$ cat src/hw/rtl/seven_segment_display_frame_gen_defines.svh
// Assertion macros shared by the display frame generator RTL.
`ifndef SEVEN_SEGMENT_DISPLAY_FRAME_GEN_DEFINES_SVH
`define SEVEN_SEGMENT_DISPLAY_FRAME_GEN_DEFINES_SVH

// Property must hold at every clock edge outside reset.
`define SSD_ASSERT(lbl, prop, msg) \
  lbl: assert property (@(posedge clk_i) disable iff (!rst_ni) (prop)) \
    else $error(msg);

// Condition must never be seen at a clock edge outside reset.
`define SSD_NEVER(lbl, cond, msg) \
  lbl: assert property (@(posedge clk_i) disable iff (!rst_ni) !(cond)) \
    else $error(msg);

`endif

$ cat src/hw/rtl/ssd_pkg.sv
// Shared types, constants and lookup functions of the display frame generator.
package ssd_pkg;

  // Request modes
  typedef enum logic [1:0] {
    MODE_NUM_AUTO  = 2'd0,
    MODE_NUM_FIXED = 2'd1,
    MODE_TIME      = 2'd2
  } mode_e;

  // Command bytes
  localparam logic [7:0] CMD_AUTO_ADDR   = 8'h40;
  localparam logic [7:0] CMD_FIXED_ADDR  = 8'h44;
  localparam logic [7:0] TIME_START_ADDR = 8'hC0;
  localparam logic [7:0] CTRL_RESET      = 8'h8A;

  // Frame lengths in bytes and the byte counter width
  localparam int AUTO_LEN  = 7;
  localparam int FIXED_LEN = 10;
  localparam int IDX_W     = $clog2(FIXED_LEN);

  // Queue between front and back
  localparam int FIFO_DEPTH = 2;
  localparam int PTR_W      = (FIFO_DEPTH > 1) ? $clog2(FIFO_DEPTH) : 1;
  localparam int CNT_W      = $clog2(FIFO_DEPTH + 1);

  // Reciprocals for the decimal split: q = (x * RECIP) >> SHIFT
  localparam logic [14:0] RECIP_1000 = 15'd16778;
  localparam int          SHIFT_1000 = 24;
  localparam logic [5:0]  RECIP_100  = 6'd41;
  localparam int          SHIFT_100  = 12;
  localparam logic [6:0]  RECIP_10   = 7'd103;
  localparam int          SHIFT_10   = 10;

  // One frame job handed from front to back
  typedef struct packed {
    logic            fixed;  // fixed addressing frame
    logic [7:0]      addr;   // first address command
    logic [3:0][7:0] seg;    // seg[3] leftmost .. seg[0] units, colon included
  } entry_t;

  // Digit to segment pattern, blank above 9
  function automatic logic [7:0] seg_of(input logic [3:0] d);
    logic [7:0] s;
    case (d)
      4'd0:    s = 8'b00111111;
      4'd1:    s = 8'b00000110;
      4'd2:    s = 8'b01011011;
      4'd3:    s = 8'b01001111;
      4'd4:    s = 8'b01100110;
      4'd5:    s = 8'b01101101;
      4'd6:    s = 8'b01111101;
      4'd7:    s = 8'b00000111;
      4'd8:    s = 8'b01111111;
      4'd9:    s = 8'b01101111;
      default: s = 8'b00000000;
    endcase
    return s;
  endfunction

  // q * 1000 for q up to 16
  function automatic logic [13:0] times1000(input logic [4:0] q);
    logic [13:0] p;
    case (q)
      5'd0:    p = 14'd0;
      5'd1:    p = 14'd1000;
      5'd2:    p = 14'd2000;
      5'd3:    p = 14'd3000;
      5'd4:    p = 14'd4000;
      5'd5:    p = 14'd5000;
      5'd6:    p = 14'd6000;
      5'd7:    p = 14'd7000;
      5'd8:    p = 14'd8000;
      5'd9:    p = 14'd9000;
      5'd10:   p = 14'd10000;
      5'd11:   p = 14'd11000;
      5'd12:   p = 14'd12000;
      5'd13:   p = 14'd13000;
      5'd14:   p = 14'd14000;
      5'd15:   p = 14'd15000;
      5'd16:   p = 14'd16000;
      default: p = 14'd0;
    endcase
    return p;
  endfunction

  // q * 100 for q up to 9
  function automatic logic [9:0] times100(input logic [3:0] q);
    logic [9:0] p;
    case (q)
      4'd0:    p = 10'd0;
      4'd1:    p = 10'd100;
      4'd2:    p = 10'd200;
      4'd3:    p = 10'd300;
      4'd4:    p = 10'd400;
      4'd5:    p = 10'd500;
      4'd6:    p = 10'd600;
      4'd7:    p = 10'd700;
      4'd8:    p = 10'd800;
      4'd9:    p = 10'd900;
      default: p = 10'd0;
    endcase
    return p;
  endfunction

  // q * 10 for q up to 9
  function automatic logic [6:0] times10(input logic [3:0] q);
    logic [6:0] p;
    case (q)
      4'd0:    p = 7'd0;
      4'd1:    p = 7'd10;
      4'd2:    p = 7'd20;
      4'd3:    p = 7'd30;
      4'd4:    p = 7'd40;
      4'd5:    p = 7'd50;
      4'd6:    p = 7'd60;
      4'd7:    p = 7'd70;
      4'd8:    p = 7'd80;
      4'd9:    p = 7'd90;
      default: p = 7'd0;
    endcase
    return p;
  endfunction

endpackage

$ cat src/hw/rtl/ssd_front.sv
// Front end: accepts requests, runs change detection and colon phase, splits digits.
module ssd_front (
  input  logic                 clk_i,
  input  logic                 rst_ni,
  input  logic                 in_valid_i,
  output logic                 in_stall_o,
  input  logic [1:0]           mode_i,
  input  logic [7:0]           address_i,
  input  logic [13:0]          number_i,
  input  logic                 colon_blink_i,
  input  logic [3:0]           time_units_i,
  input  logic [3:0]           time_tens_i,
  input  logic [3:0]           time_hundreds_i,
  input  logic [3:0]           time_thousands_i,
  output logic                 push_o,
  output ssd_pkg::entry_t      entry_o,
  input  logic                 full_i
);

  // Request attributes carried along the split pipeline
  typedef struct packed {
    logic            fixed;
    logic            is_time;
    logic            colon;
    logic [7:0]      addr;
    logic [3:0][3:0] tdig;  // time digits, [3] leftmost
  } ctl_t;

  logic        rdy1, rdy2, rdy3, acc;
  logic        emit;
  ctl_t        ctl_new;

  // Kept display state
  logic        num_phase_q, num_phase_d;
  logic [13:0] num_last_q, num_last_d;
  logic        time_phase_q, time_phase_d;
  logic [3:0]  time_last_q, time_last_d;

  // Pipeline stages
  logic        s1_v_q, s2_v_q, s3_v_q;
  ctl_t        s1_ctl_q, s2_ctl_q, s3_ctl_q;
  logic [13:0] s1_num_q;
  logic [9:0]  s2_r1_q;
  logic [3:0]  s2_d3_q;
  logic [6:0]  s3_r2_q;
  logic [3:0]  s3_d3_q, s3_d2_q;

  // Split arithmetic
  logic [28:0] prod1;
  logic [4:0]  q1;
  logic [13:0] r1_full;
  logic [3:0]  d3;
  logic [15:0] prod2;
  logic [3:0]  q2;
  logic [9:0]  r2_full;
  logic [13:0] prod3;
  logic [3:0]  q3;
  logic [6:0]  r3_full;
  logic [3:0]  d1, d0;
  logic [3:0][3:0] digs;

  // Elastic stage handshake
  assign rdy3       = !s3_v_q || !full_i;
  assign rdy2       = !s2_v_q || rdy3;
  assign rdy1       = !s1_v_q || rdy2;
  assign in_stall_o = !rdy1;
  assign acc        = in_valid_i && rdy1;
  assign push_o     = s3_v_q && !full_i;

  // Classify the request and work out the next kept state
  always_comb begin
    emit           = 1'b0;
    num_phase_d    = num_phase_q;
    num_last_d     = num_last_q;
    time_phase_d   = time_phase_q;
    time_last_d    = time_last_q;
    ctl_new.fixed  = 1'b0;
    ctl_new.is_time = 1'b0;
    ctl_new.colon  = 1'b0;
    ctl_new.addr   = address_i;
    ctl_new.tdig   = {time_thousands_i, time_hundreds_i, time_tens_i, time_units_i};
    case (ssd_pkg::mode_e'(mode_i))
      ssd_pkg::MODE_NUM_AUTO: begin
        if (number_i != num_last_q) begin
          emit          = 1'b1;
          num_last_d    = number_i;
          num_phase_d   = num_phase_q ^ colon_blink_i;
          ctl_new.colon = num_phase_d;
        end
      end
      ssd_pkg::MODE_NUM_FIXED: begin
        emit          = 1'b1;
        ctl_new.fixed = 1'b1;
      end
      ssd_pkg::MODE_TIME: begin
        ctl_new.is_time = 1'b1;
        ctl_new.addr    = ssd_pkg::TIME_START_ADDR;
        if (time_units_i != time_last_q) begin
          emit          = 1'b1;
          time_last_d   = time_units_i;
          time_phase_d  = time_phase_q ^ colon_blink_i;
          ctl_new.colon = time_phase_d;
        end
      end
      default: begin
        emit = 1'b0;
      end
    endcase
  end

  // Kept state and stage valids
  always_ff @(posedge clk_i or negedge rst_ni) begin
    if (!rst_ni) begin
      num_phase_q  <= 1'b0;
      num_last_q   <= '0;
      time_phase_q <= 1'b0;
      time_last_q  <= '0;
      s1_v_q       <= 1'b0;
      s2_v_q       <= 1'b0;
      s3_v_q       <= 1'b0;
    end else begin
      if (acc) begin
        num_phase_q  <= num_phase_d;
        num_last_q   <= num_last_d;
        time_phase_q <= time_phase_d;
        time_last_q  <= time_last_d;
      end
      if (rdy1) s1_v_q <= acc && emit;
      if (rdy2) s2_v_q <= s1_v_q;
      if (rdy3) s3_v_q <= s2_v_q;
    end
  end

  // Thousands: reciprocal multiply, then remainder and digit fold
  assign prod1   = 29'(s1_num_q) * 29'(ssd_pkg::RECIP_1000);
  assign q1      = prod1[ssd_pkg::SHIFT_1000 +: 5];
  assign r1_full = s1_num_q - ssd_pkg::times1000(q1);
  assign d3      = (q1 >= 5'd10) ? 4'(q1 - 5'd10) : q1[3:0];

  // Hundreds
  assign prod2   = 16'(s2_r1_q) * 16'(ssd_pkg::RECIP_100);
  assign q2      = prod2[ssd_pkg::SHIFT_100 +: 4];
  assign r2_full = s2_r1_q - ssd_pkg::times100(q2);

  // Tens and units
  assign prod3   = 14'(s3_r2_q) * 14'(ssd_pkg::RECIP_10);
  assign q3      = prod3[ssd_pkg::SHIFT_10 +: 4];
  assign r3_full = s3_r2_q - ssd_pkg::times10(q3);
  assign d1      = q3;
  assign d0      = r3_full[3:0];

  // Stage payloads
  always_ff @(posedge clk_i) begin
    if (rdy1) begin
      s1_ctl_q <= ctl_new;
      s1_num_q <= number_i;
    end
    if (rdy2) begin
      s2_ctl_q <= s1_ctl_q;
      s2_r1_q  <= r1_full[9:0];
      s2_d3_q  <= d3;
    end
    if (rdy3) begin
      s3_ctl_q <= s2_ctl_q;
      s3_r2_q  <= r2_full[6:0];
      s3_d3_q  <= s2_d3_q;
      s3_d2_q  <= q2;
    end
  end

  // Segment mapping; colon goes on the second digit from the left
  assign digs = s3_ctl_q.is_time ? s3_ctl_q.tdig : {s3_d3_q, s3_d2_q, d1, d0};

  always_comb begin
    entry_o.fixed  = s3_ctl_q.fixed;
    entry_o.addr   = s3_ctl_q.addr;
    entry_o.seg[3] = ssd_pkg::seg_of(digs[3]);
    entry_o.seg[2] = ssd_pkg::seg_of(digs[2]) | {s3_ctl_q.colon, 7'b0000000};
    entry_o.seg[1] = ssd_pkg::seg_of(digs[1]);
    entry_o.seg[0] = ssd_pkg::seg_of(digs[0]);
  end

endmodule

$ cat src/hw/rtl/ssd_fifo.sv
// Short job queue between the front end and the byte sequencer.
`include "seven_segment_display_frame_gen_defines.svh"

module ssd_fifo (
  input  logic            clk_i,
  input  logic            rst_ni,
  input  logic            push_i,
  input  ssd_pkg::entry_t data_i,
  output logic            full_o,
  input  logic            pop_i,
  output logic            valid_o,
  output ssd_pkg::entry_t data_o
);

  localparam logic [ssd_pkg::PTR_W-1:0] PTR_LAST = ssd_pkg::PTR_W'(ssd_pkg::FIFO_DEPTH - 1);
  localparam logic [ssd_pkg::CNT_W-1:0] CNT_FULL = ssd_pkg::CNT_W'(ssd_pkg::FIFO_DEPTH);

  ssd_pkg::entry_t              mem_q [ssd_pkg::FIFO_DEPTH];
  logic [ssd_pkg::PTR_W-1:0]    wr_ptr_q, rd_ptr_q;
  logic [ssd_pkg::CNT_W-1:0]    count_q;

  assign full_o  = (count_q == CNT_FULL);
  assign valid_o = (count_q != '0);
  assign data_o  = mem_q[rd_ptr_q];

  // Pointers and fill level
  always_ff @(posedge clk_i or negedge rst_ni) begin
    if (!rst_ni) begin
      wr_ptr_q <= '0;
      rd_ptr_q <= '0;
      count_q  <= '0;
    end else begin
      if (push_i) wr_ptr_q <= (wr_ptr_q == PTR_LAST) ? '0 : wr_ptr_q + 1'b1;
      if (pop_i)  rd_ptr_q <= (rd_ptr_q == PTR_LAST) ? '0 : rd_ptr_q + 1'b1;
      if (push_i && !pop_i)      count_q <= count_q + 1'b1;
      else if (pop_i && !push_i) count_q <= count_q - 1'b1;
    end
  end

  // Entry storage
  always_ff @(posedge clk_i) begin
    if (push_i) mem_q[wr_ptr_q] <= data_i;
  end

  `SSD_NEVER(a_fifo_overflow, push_i && full_o, "push into full job queue")
  `SSD_NEVER(a_fifo_underflow, pop_i && !valid_o, "pop from empty job queue")
  `SSD_ASSERT(a_fifo_ptrs, (count_q == '0 || count_q == CNT_FULL) |-> (wr_ptr_q == rd_ptr_q), "queue pointers disagree with fill level")

endmodule

$ cat src/hw/rtl/ssd_back.sv
// Back end: walks one job through its frame bytes and drives the output register.
`include "seven_segment_display_frame_gen_defines.svh"

module ssd_back (
  input  logic            clk_i,
  input  logic            rst_ni,
  input  logic            display_control_we_i,
  input  logic [7:0]      display_control_i,
  input  logic            job_valid_i,
  input  ssd_pkg::entry_t job_i,
  output logic            pop_o,
  output logic            out_valid_o,
  input  logic            out_stall_i,
  output logic [7:0]      frame_byte_o,
  output logic            start_before_o,
  output logic            stop_after_o,
  output logic            last_byte_o
);

  logic [7:0]              ctrl_q;
  logic                    busy_q;
  logic [ssd_pkg::IDX_W-1:0] idx_q, last_idx;
  ssd_pkg::entry_t         cur_q;
  logic                    out_free, issue, fin;

  logic       out_valid_q;
  logic [7:0] byte_q, byte_n;
  logic       st_q, st_n, sp_q, sp_n, last_q;

  // Control register
  always_ff @(posedge clk_i or negedge rst_ni) begin
    if (!rst_ni) begin
      ctrl_q <= ssd_pkg::CTRL_RESET;
    end else if (display_control_we_i) begin
      ctrl_q <= display_control_i;
    end
  end

  // Sequencing: one byte per cycle whenever the output register frees up
  assign last_idx = cur_q.fixed ? ssd_pkg::IDX_W'(ssd_pkg::FIXED_LEN - 1)
                                : ssd_pkg::IDX_W'(ssd_pkg::AUTO_LEN - 1);
  assign out_free = !out_valid_q || !out_stall_i;
  assign issue    = busy_q && out_free;
  assign fin      = issue && (idx_q == last_idx);
  assign pop_o    = job_valid_i && (!busy_q || fin);

  always_ff @(posedge clk_i or negedge rst_ni) begin
    if (!rst_ni) begin
      busy_q      <= 1'b0;
      idx_q       <= '0;
      out_valid_q <= 1'b0;
    end else begin
      if (pop_o)    busy_q <= 1'b1;
      else if (fin) busy_q <= 1'b0;
      if (pop_o)      idx_q <= '0;
      else if (issue) idx_q <= idx_q + 1'b1;
      if (out_free) out_valid_q <= issue;
    end
  end

  always_ff @(posedge clk_i) begin
    if (pop_o) cur_q <= job_i;
  end

  // Byte and framing flags at the current position
  always_comb begin
    byte_n = ctrl_q;
    st_n   = 1'b1;
    sp_n   = 1'b1;
    if (cur_q.fixed) begin
      case (idx_q)
        4'd0: begin byte_n = ssd_pkg::CMD_FIXED_ADDR;           end
        4'd1: begin byte_n = 8'(cur_q.addr + 8'd3); sp_n = 1'b0; end
        4'd2: begin byte_n = cur_q.seg[0];          st_n = 1'b0; end
        4'd3: begin byte_n = 8'(cur_q.addr + 8'd2); sp_n = 1'b0; end
        4'd4: begin byte_n = cur_q.seg[1];          st_n = 1'b0; end
        4'd5: begin byte_n = 8'(cur_q.addr + 8'd1); sp_n = 1'b0; end
        4'd6: begin byte_n = cur_q.seg[2];          st_n = 1'b0; end
        4'd7: begin byte_n = cur_q.addr;            sp_n = 1'b0; end
        4'd8: begin byte_n = cur_q.seg[3];          st_n = 1'b0; end
        default: begin byte_n = ctrl_q; end
      endcase
    end else begin
      case (idx_q)
        4'd0: begin byte_n = ssd_pkg::CMD_AUTO_ADDR;                  end
        4'd1: begin byte_n = cur_q.addr;   sp_n = 1'b0;               end
        4'd2: begin byte_n = cur_q.seg[3]; st_n = 1'b0; sp_n = 1'b0; end
        4'd3: begin byte_n = cur_q.seg[2]; st_n = 1'b0; sp_n = 1'b0; end
        4'd4: begin byte_n = cur_q.seg[1]; st_n = 1'b0; sp_n = 1'b0; end
        4'd5: begin byte_n = cur_q.seg[0]; st_n = 1'b0;               end
        default: begin byte_n = ctrl_q; end
      endcase
    end
  end

  // Output register payload
  always_ff @(posedge clk_i) begin
    if (issue) begin
      byte_q <= byte_n;
      st_q   <= st_n;
      sp_q   <= sp_n;
      last_q <= (idx_q == last_idx);
    end
  end

  assign out_valid_o    = out_valid_q;
  assign frame_byte_o   = byte_q;
  assign start_before_o = st_q;
  assign stop_after_o   = sp_q;
  assign last_byte_o    = last_q;

  `SSD_ASSERT(a_idx_range, busy_q |-> (idx_q <= last_idx), "byte counter ran past frame end")
  `SSD_ASSERT(a_last_is_ctrl, (out_valid_o && last_byte_o) |-> (start_before_o && stop_after_o && frame_byte_o == ctrl_q), "final byte is not a framed control command")

endmodule

$ cat src/hw/rtl/seven_segment_display_frame_gen.sv
// Top level of the four-digit seven-segment display frame generator.
// Each accepted request becomes a run of framed command and data bytes, one result
// transaction per byte: 7 bytes for number auto-address and time requests, 10 bytes for
// number fixed-address requests, none for an unchanged value or an unused mode. The
// front end takes a request every cycle it is not stalled and splits the number into
// digits in a pipeline; a 2-entry job queue sits in front of the byte sequencer, which
// drives one byte per cycle while the output is not stalled. The user must write the
// display_control register only while the block is idle; the block does not enforce it.
module seven_segment_display_frame_gen (
  input  logic        clk_i,
  input  logic        rst_ni,
  input  logic        display_control_we_i,
  input  logic [7:0]  display_control_i,
  input  logic        in_valid_i,
  output logic        in_stall_o,
  input  logic [1:0]  mode_i,
  input  logic [7:0]  address_i,
  input  logic [13:0] number_i,
  input  logic        colon_blink_i,
  input  logic [3:0]  time_units_i,
  input  logic [3:0]  time_tens_i,
  input  logic [3:0]  time_hundreds_i,
  input  logic [3:0]  time_thousands_i,
  output logic        out_valid_o,
  input  logic        out_stall_i,
  output logic [7:0]  frame_byte_o,
  output logic        start_before_o,
  output logic        stop_after_o,
  output logic        last_byte_o
);

  logic            push, full, pop, job_valid;
  ssd_pkg::entry_t push_entry, job;

  // Request intake and digit split
  ssd_front u_front (
    .clk_i            (clk_i),
    .rst_ni           (rst_ni),
    .in_valid_i       (in_valid_i),
    .in_stall_o       (in_stall_o),
    .mode_i           (mode_i),
    .address_i        (address_i),
    .number_i         (number_i),
    .colon_blink_i    (colon_blink_i),
    .time_units_i     (time_units_i),
    .time_tens_i      (time_tens_i),
    .time_hundreds_i  (time_hundreds_i),
    .time_thousands_i (time_thousands_i),
    .push_o           (push),
    .entry_o          (push_entry),
    .full_i           (full)
  );

  // Job queue
  ssd_fifo u_fifo (
    .clk_i   (clk_i),
    .rst_ni  (rst_ni),
    .push_i  (push),
    .data_i  (push_entry),
    .full_o  (full),
    .pop_i   (pop),
    .valid_o (job_valid),
    .data_o  (job)
  );

  // Byte sequencer
  ssd_back u_back (
    .clk_i                (clk_i),
    .rst_ni               (rst_ni),
    .display_control_we_i (display_control_we_i),
    .display_control_i    (display_control_i),
    .job_valid_i          (job_valid),
    .job_i                (job),
    .pop_o                (pop),
    .out_valid_o          (out_valid_o),
    .out_stall_i          (out_stall_i),
    .frame_byte_o         (frame_byte_o),
    .start_before_o       (start_before_o),
    .stop_after_o         (stop_after_o),
    .last_byte_o          (last_byte_o)
  );

endmodule

$ cat config.mk
export PLATFORM = sky130hd
export DESIGN_NAME = seven_segment_display_frame_gen
export DESIGN_NICKNAME = d
export VERILOG_FILES = /design/src/hw/rtl/ssd_pkg.sv /design/src/hw/rtl/ssd_front.sv /design/src/hw/rtl/ssd_fifo.sv /design/src/hw/rtl/ssd_back.sv /design/src/hw/rtl/seven_segment_display_frame_gen.sv
export VERILOG_INCLUDE_DIRS = /design/src /design/src/hw/rtl
export SDC_FILE = /design/constraint.sdc
export NUM_CORES = 1
export LEC_CHECK = 0
export BUFFER_PORTS_ARGS = -buffer_cell sky130_fd_sc_hd__buf_2
export CORE_MARGIN = 5
export CORE_UTILIZATION = 45
export DETAILED_ROUTE_END_ITERATION = 7
export PLACE_DENSITY = 0.64
export SLEW_MARGIN = 5
export SYNTH_ARGS = -nofsm -noshare
export SYNTH_HDL_FRONTEND = slang
export SYNTH_SLANG_ARGS = --single-unit
$ cat constraint.sdc
create_clock -name clk_i -period 8.7 [get_ports clk_i]
set_clock_uncertainty 0.2 [all_clocks]
set_input_delay 2.175 -clock clk_i [delete_from_list [all_inputs] [get_ports clk_i]]
set_output_delay 2.175 -clock clk_i [all_outputs]
set_load 0.02 [all_outputs]
==> impl_results.md, run 1 <==
- Status: finished clean
- Crit path kind: reg2reg
- Synth unique cells: 80
- IO Pins: 67
- Nets: 1710
- Post-synthesis sequential area ratio: 50.43%
- Starting Density: 45.21%
- Crit. End Element: flip-flop
- Port Buffer Count: 66
- Largest net degree at the start of global routing: 47
- CP dominant cell by count: ha_1
- CP delay by family, top: adder cells
- Crit path launch type: flip-flop
- Required time of the worst setup path: 8.81 ns
- Commonest non-fill, non-tap cell in the layout: edfxtp_1
- CP max stage cell: xor2_1
- Post-CTS Setup Inserts: 0
- Buf+Inv Stages, Crit Path: 5
- Num Clock Sinks: 290
- Non-filler cells, final: 1906
- WHS: 0.1986 ns
- CTS resizes: 0
- Commonest cells after routing, fill and taps aside: edfxtp_1 (249), ha_1 (211), inv_1 (149), nand2_1 (72), mux2_2 (68)
- Fmax: 0.1445 GHz
- Max_cap viols: 0
- Max_slew headroom: 25.80%
- Total track usage: 16.19%
- Die Width: 203.6 microns
- Die Y: 203.6 microns
- Clock insertion delay at the later pin of the skew report: 0.58 ns
- CTS Buffer Depth: 3
- Layout area overhead: 10.80%
- Cts hold-fix bufs: 0
- DP Cell Count: 1849
- Final WL: 32860 microns
- Place WS: 1.802 ns
- Routed Antenna Nets: 0
- Crit Path Max Fanout: 9
- Slew @ Worst Pin: 1.109 ns
- CTS Buf Count: 31
- Drt wl/cell: 17.24 microns
- Ys async rst share: 14.14%
- HPWL Detailed: 24330 microns
- Fin crit period: 6.919 ns
- Worst hold path depth: 0
- Area contributors post-synth: edfxtp_1 (44%), ha_1 (16%), dfrtp_1 (5.6%), mux2_2 (4.5%), fa_1 (4.4%)
- Antenna Cells: 0
- Setup slack after layout: 1.781 ns
- Final slew viol count: 0
- Setup TNS: 0 ns
- Final setup viols: 0
- Reg2reg path depth: 28
- FF+latch count, synth: 290
- Number of global-route vias before repair: 10570
- Via Count: 10160
- Final Hold Violating Endpoints: 0
- Initial antenna violation count: 0
- Site Rows: 71
- Clock Root Buffer: clkbuf_16
- Cell count after synthesis: 1334
- YS warnings: 0
- Via density: 5.331
- RSZ-0062 raised after global routing: false
- Post-synth EDFFs: 249
- Hold WC Path Type: reg2reg
- Largest stage delay, worst path: 0.56 ns
- DR DRC count: 0
- Die area: 0.04146 sq mm
- Clock transition at path regs: 0.06 ns
- First DRT Iteration DRCs: 464
- Global route overflow: 0
- Post-synth top area share: 44.32%
- Avg Synthesized Cell Area: 12.65 sq um
- Number of iterations in the first detailed-routing pass: 5
- H-tree depth: 1
- Arr. time, crit path: 7.03 ns
- Levels on crit path: 28
- Ys flop type: edfxtp_1
- Proportion of layout cells with a drive suffix above 1: 14.53%
- Placer Congestion: 0.8972
- Post-Syn Area: 0.01687 sq mm
- CTS tree: done
- Core area: 0.03731 sq mm
- Period utilization: 79.53%
- Synth Net Count: 1636
- Synth area leader: edfxtp_1
- First-pass GRT wire length: 54980 microns
routing by layer:
layer | part of all wire [%] | global-route usage (%) | vias to the layer above
li1 | - | - | 5010
met1 | 44 | 21.06 | 4869
met2 | 49 | 28.05 | 228
met3 | 4.4 | 2.608 | 53
met4 | 2.8 | 4.770 | 0
met5 | 0 | 0 | -
final cells by class:
| type | instances | area [sq um] |
|---|---|---|
| clock inverters | 17 | 141.4 |
| flip-flops and latches | 290 | 8507 |
| repair buffers | 75 | 397.9 |
| inverters | 151 | 566.8 |
| multi-input cells | 859 | 7666 |
| clock buffers | 40 | 819.5 |
| fillers | 3251 | 18620 |
| well taps | 474 | 593.1 |
worst paths after layout:
check                                               to  slack [ns]            startpoint
worst max-delay path                u_front.s2_r1_q[9]        1.78  u_front.s1_num_q[12]
worst min-delay path              u_front.s3_ctl_q[12]        0.20  u_front.s2_ctl_q[12]
worst max register to register      u_front.s2_r1_q[9]        1.78  u_front.s1_num_q[12]
worst min register to register    u_front.s3_ctl_q[12]        0.20  u_front.s2_ctl_q[12]
max in group asynchronous       u_front.num_last_q[11]        6.07                rst_ni
min in group asynchronous                u_back.busy_q        1.58                rst_ni
registers in the layout (all words and copies together) (netlist names), 7 cells and up:
name and cells:
u_back.cur_q 38, u_back.ctrl_q 8, u_front.s1_ctl_q 27, u_front.s1_num_q 14, u_front.s3_ctl_q 18, u_front.s3_r2_q 7
u_back.frame_byte_o 8, u_fifo.mem_q 76, u_front.s2_ctl_q 27, u_front.entry_o 9, u_front.num_last_q 14, u_front.s2_r1_q 10
metrics by stage:
step                util (%)  instance area [sq um]
floorplan                  -                  16870
global placement       47.52                  17730
detailed placement     47.52                  17730
CTS                    50.10                  18690
global route           50.10                  18690
finish                 50.10                  18690
kinds of logic after synthesis:
family	count (synthesis)	synth area share [%]
flip-flops	290	50.43
AND/OR/NAND/NOR	240	7.165
multiplexers	94	6.156
buffers and inverters	185	4.220
adder cells (fa/ha/maj)	248	20.04
XOR/XNOR	60	3.204
AO/OA/AOI/OAI	217	8.789
synthesized netlist by cell type (24+ instances only):
cell,n
nand2_1,73
xor2_1,24
dfrtp_1,38
clkbuf_1,28
inv_1,149
xnor2_1,34
mux2_2,68
fa_1,37
nand3_1,26
edfxtp_1,249
nor2_1,47
o21ai_0,35
a21oi_1,53
mux2i_1,25
ha_1,211
Power of run 1 is left out: the tool's default activity adds up to more than one toggle a clock period on the data nets, which glitch-free logic cannot reach.
==> inputs of run 2 (changes only) <==
--- a/config.mk
+++ b/config.mk
@@ -6,6 +6,7 @@
 export SDC_FILE = /design/constraint.sdc
 export NUM_CORES = 1
 export LEC_CHECK = 0
+export ABC_AREA = 1
 export BUFFER_PORTS_ARGS = -buffer_cell sky130_fd_sc_hd__buf_2
 export CORE_MARGIN = 5
 export CORE_UTILIZATION = 45
==> constraint.sdc (replaced) <==
create_clock -name clk_i -period 6.5 [get_ports clk_i]
set_clock_uncertainty 0.2 [all_clocks]
set_input_delay 1.625 -clock clk_i [delete_from_list [all_inputs] [get_ports clk_i]]
set_output_delay 1.625 -clock clk_i [all_outputs]
set_load 0.02 [all_outputs]
==> impl_results.md, run 2 <==
- Cell count after synthesis: 1812 (was 1334)
- Number of iterations in the first detailed-routing pass: 5 (unchanged)
- CP dominant cell by count: nand2_1 (was ha_1)
- Nets: 2215 (was 1710)
- Total track usage: 16.75% (was 16.19%)
- Proportion of layout cells with a drive suffix above 1: 11.50% (was 14.53%)
- Core area: 0.03874 sq mm (was 0.03731 sq mm)
- Setup slack, reg-to-reg: 0.36 ns (was 1.78 ns)
- Clock transition at path regs: 0.06 ns (about the same)
- Crit path kind: reg2reg (unchanged)
- H-tree depth: 2 (was 1)
- Final slew viol count: 0 (unchanged)
- First DRT Iteration DRCs: 654 (was 464)
- Synth area leader: edfxtp_1 (unchanged)
- Post-synth top area share: 42.35% (was 44.32%)
- Number of global-route vias before repair: 12050 (was 10570)
- Max_cap viols: 0 (unchanged)
- Hold WC Path Type: reg2reg (unchanged)
- Port Buffer Count: 66 (unchanged)
- CTS Buf Count: 34 (was 31)
- Die area: 0.04330 sq mm (was 0.04146 sq mm)
- Die Width: 208.1 microns (was 203.6 microns)
- HPWL Detailed: 27410 microns (was 24330 microns)
- Post-synthesis sequential area ratio: 48.18% (was 50.43%)
- Post-synth EDFFs: 249 (unchanged)
- Fmax: 0.1627 GHz (was 0.1445 GHz)
- Slew @ Worst Pin: 1.139 ns (was 1.109 ns)
- Reg2Reg Capture Point: u_front.s2_r1_q[9] (unchanged)
- Crit path launch type: flip-flop (unchanged)
- Area contributors post-synth: edfxtp_1 (42%), ha_1 (15%), nand2_1 (11%), inv_1 (6.2%), dfrtp_1 (5.4%) (was edfxtp_1 (44%), ha_1 (16%), dfrtp_1 (5.6%), mux2_2 (4.5%), fa_1 (4.4%))
- Synth Net Count: 2114 (was 1636)
- Largest net degree at the start of global routing: 45 (was 47)
- CP delay by family, top: adder cells (unchanged)
- Site Rows: 72 (was 71)
- Final WL: 36030 microns (was 32860 microns)
- Clock Root Buffer: clkbuf_16 (unchanged)
- Period utilization: 94.54% (was 79.53%)
- Routed Antenna Nets: 0 (unchanged)
- Layout area overhead: 12.59% (was 10.80%)
- Die Y: 208.1 microns (was 203.6 microns)
- Fin crit period: 6.145 ns (was 6.919 ns)
- Most common cell in the netlist: nand2_1 (was edfxtp_1)
- Hold wc startpoint: u_front.s1_ctl_q[25] (was u_front.s2_ctl_q[12])
- Starting Density: 45.58% (was 45.21%)
- Largest stage delay, worst path: 0.53 ns (was 0.56 ns)
- Status: finished clean (unchanged)
- Drt wl/cell: 14.66 microns (was 17.24 microns)
- WHS: 0.1895 ns (was 0.1986 ns)
- Final setup viols: 0 (unchanged)
- Ys async rst share: 14.14% (unchanged)
- Via Count: 12020 (was 10160)
- First-pass GRT wire length: 60040 microns (was 54980 microns)
- Clock insertion delay at the later pin of the skew report: 0.56 ns (was 0.58 ns)
- Commonest non-fill, non-tap cell in the layout: nand2_1 (was edfxtp_1)
- Via density: 4.890 (was 5.331)
- IO Pins: 67 (unchanged)
- Regs by FF count: u_fifo.mem_q (76), u_back.cur_q (38) (unchanged)
- Avg Synthesized Cell Area: 9.744 sq um (was 12.65 sq um)
- Biggest register: u_fifo.mem_q (unchanged)
- CTS Buffer Depth: 3 (unchanged)
- RR Startpoint: u_front.s1_num_q[7] (was u_front.s1_num_q[12])
- Final Hold Violating Endpoints: 0 (unchanged)
- CTS tree: done (unchanged)
- Required time of the worst setup path: 6.60 ns (was 8.81 ns)
- Post-synth top cells: nand2_1 (495), inv_1 (293), edfxtp_1 (249) (was edfxtp_1 (249), ha_1 (211), inv_1 (149))
- Max_slew headroom: 23.86% (was 25.80%)
- FF+latch count, synth: 290 (unchanged)
- Placer Congestion: 0.8938 (was 0.8972)
- Ys flop type: edfxtp_1 (unchanged)
- Crit. End Element: flip-flop (unchanged)
- Hold EP: u_front.s2_ctl_q[25] (was u_front.s3_ctl_q[12])
- Num Clock Sinks: 290 (unchanged)
- DR DRC count: 0 (unchanged)
- Arr. time, crit path: 6.25 ns (was 7.03 ns)
- Commonest cells after routing, fill and taps aside: nand2_1 (495), inv_1 (291), edfxtp_1 (249), ha_1 (211), o21ai_0 (81) (was edfxtp_1 (249), ha_1 (211), inv_1 (149), nand2_1 (72), mux2_2 (68))
- Worst hold path depth: 0 (unchanged)
- Reg2reg path depth: 30 (was 28)
- Global route overflow: 0 (unchanged)
- Initial antenna violation count: 1 (was 0)
- Largest register FFs: 76 (unchanged)
- Synth unique cells: 56 (was 80)
- Buf+Inv Stages, Crit Path: 4 (was 5)
- CP max stage cell: fa_1 (was xor2_1)
- Post-Syn Area: 0.01766 sq mm (was 0.01687 sq mm)
- Crit Path Max Fanout: 4 (was 9)
- YS warnings: 0 (unchanged)
[run 2: changes by cell type in the layout (fill, tap and decap cells not counted), moves of 27 or more]
cell	delta
nand2_1	+423
inv_1	+142
mux2_2	-60
o21ai_0	+46
nand3_1	+34
nor2_1	+27
[run 2: final cells by class]
type                    instances  area (sq um)
clock inverters                22         296.5
well taps                     518         648.1
multi-input cells            1199          7949
inverters                     305          1145
flip-flops and latches        290          8507
diodes                          1         2.502
fillers                      3470         18860
repair buffers                 83         457.9
clock buffers                  40         873.3
[run 2: layer usage]
layer | share of wire (%) | wire [microns] | global-route usage [%]
met1 | 45 | 16280 | 21.68
met2 | 49 | 17690 | 29.14
met4 | 2.1 | 749 | 4.439
met5 | 0 | 0 | 0
met3 | 3.6 | 1304 | 3.073
[run 2: how the worst max path moves through the flow]
stage,depth (start not counted),to,start
after floorplan,30,u_front.s2_r1_q[9],u_front.s1_num_q[6]
after global placement,32,u_front.s2_r1_q[9],u_front.s1_num_q[12]
after detailed placement,30,u_front.s2_r1_q[9],u_front.s1_num_q[8]
after CTS,30,u_front.s2_r1_q[9],u_front.s1_num_q[8]
after global routing,30,u_front.s2_r1_q[9],u_front.s1_num_q[7]
final,30,u_front.s2_r1_q[9],u_front.s1_num_q[7]
[run 2: timing repair]
action	CTS	global route
gates resized for setup	0	2
hold buffers	0	0
setup buffers	0	9
setup endpoints to repair	0	1
[run 2: worst reg2reg max path, delay by kind of cell, from the launching register on]
kind | cells | cell delay (ns)
simple gates | 12 | 1.03
compound gates | 4 | 0.57
xor+xnor | 1 | 0.19
flops | 1 | 0.46
buf+inv | 4 | 0.22
fa+ha+maj | 9 | 3.24
[run 2: cell families (layout without fill, tap and decap cells)]
group,count (synthesis),in the layout,share of synthesized area (%)
other cells,0,1,0
buf+inv,323,450,6.902
compound gates,180,180,6.016
xor+xnor,30,30,1.488
mux,8,8,0.5102
simple gates,733,733,17.76
fa+ha+maj,248,248,19.15
flops,290,290,48.18
[run 2: stage by stage]
step	setup TNS (ns)	cells	worst slack [ns]	cell area, sq um	util [%]
after floorplan	0	1812	0.7317	17660	-
after global placement	0	2386	0.3529	18640	48.11
after detailed placement	0	2386	0.2128	18640	48.11
after CTS	0	2448	0.1676	19810	51.13
after global routing	-0.001505	2457	-0.001505	19880	51.31
final	0	2458	0.3552	19880	51.32
Power of run 2 is left out for the same reason.
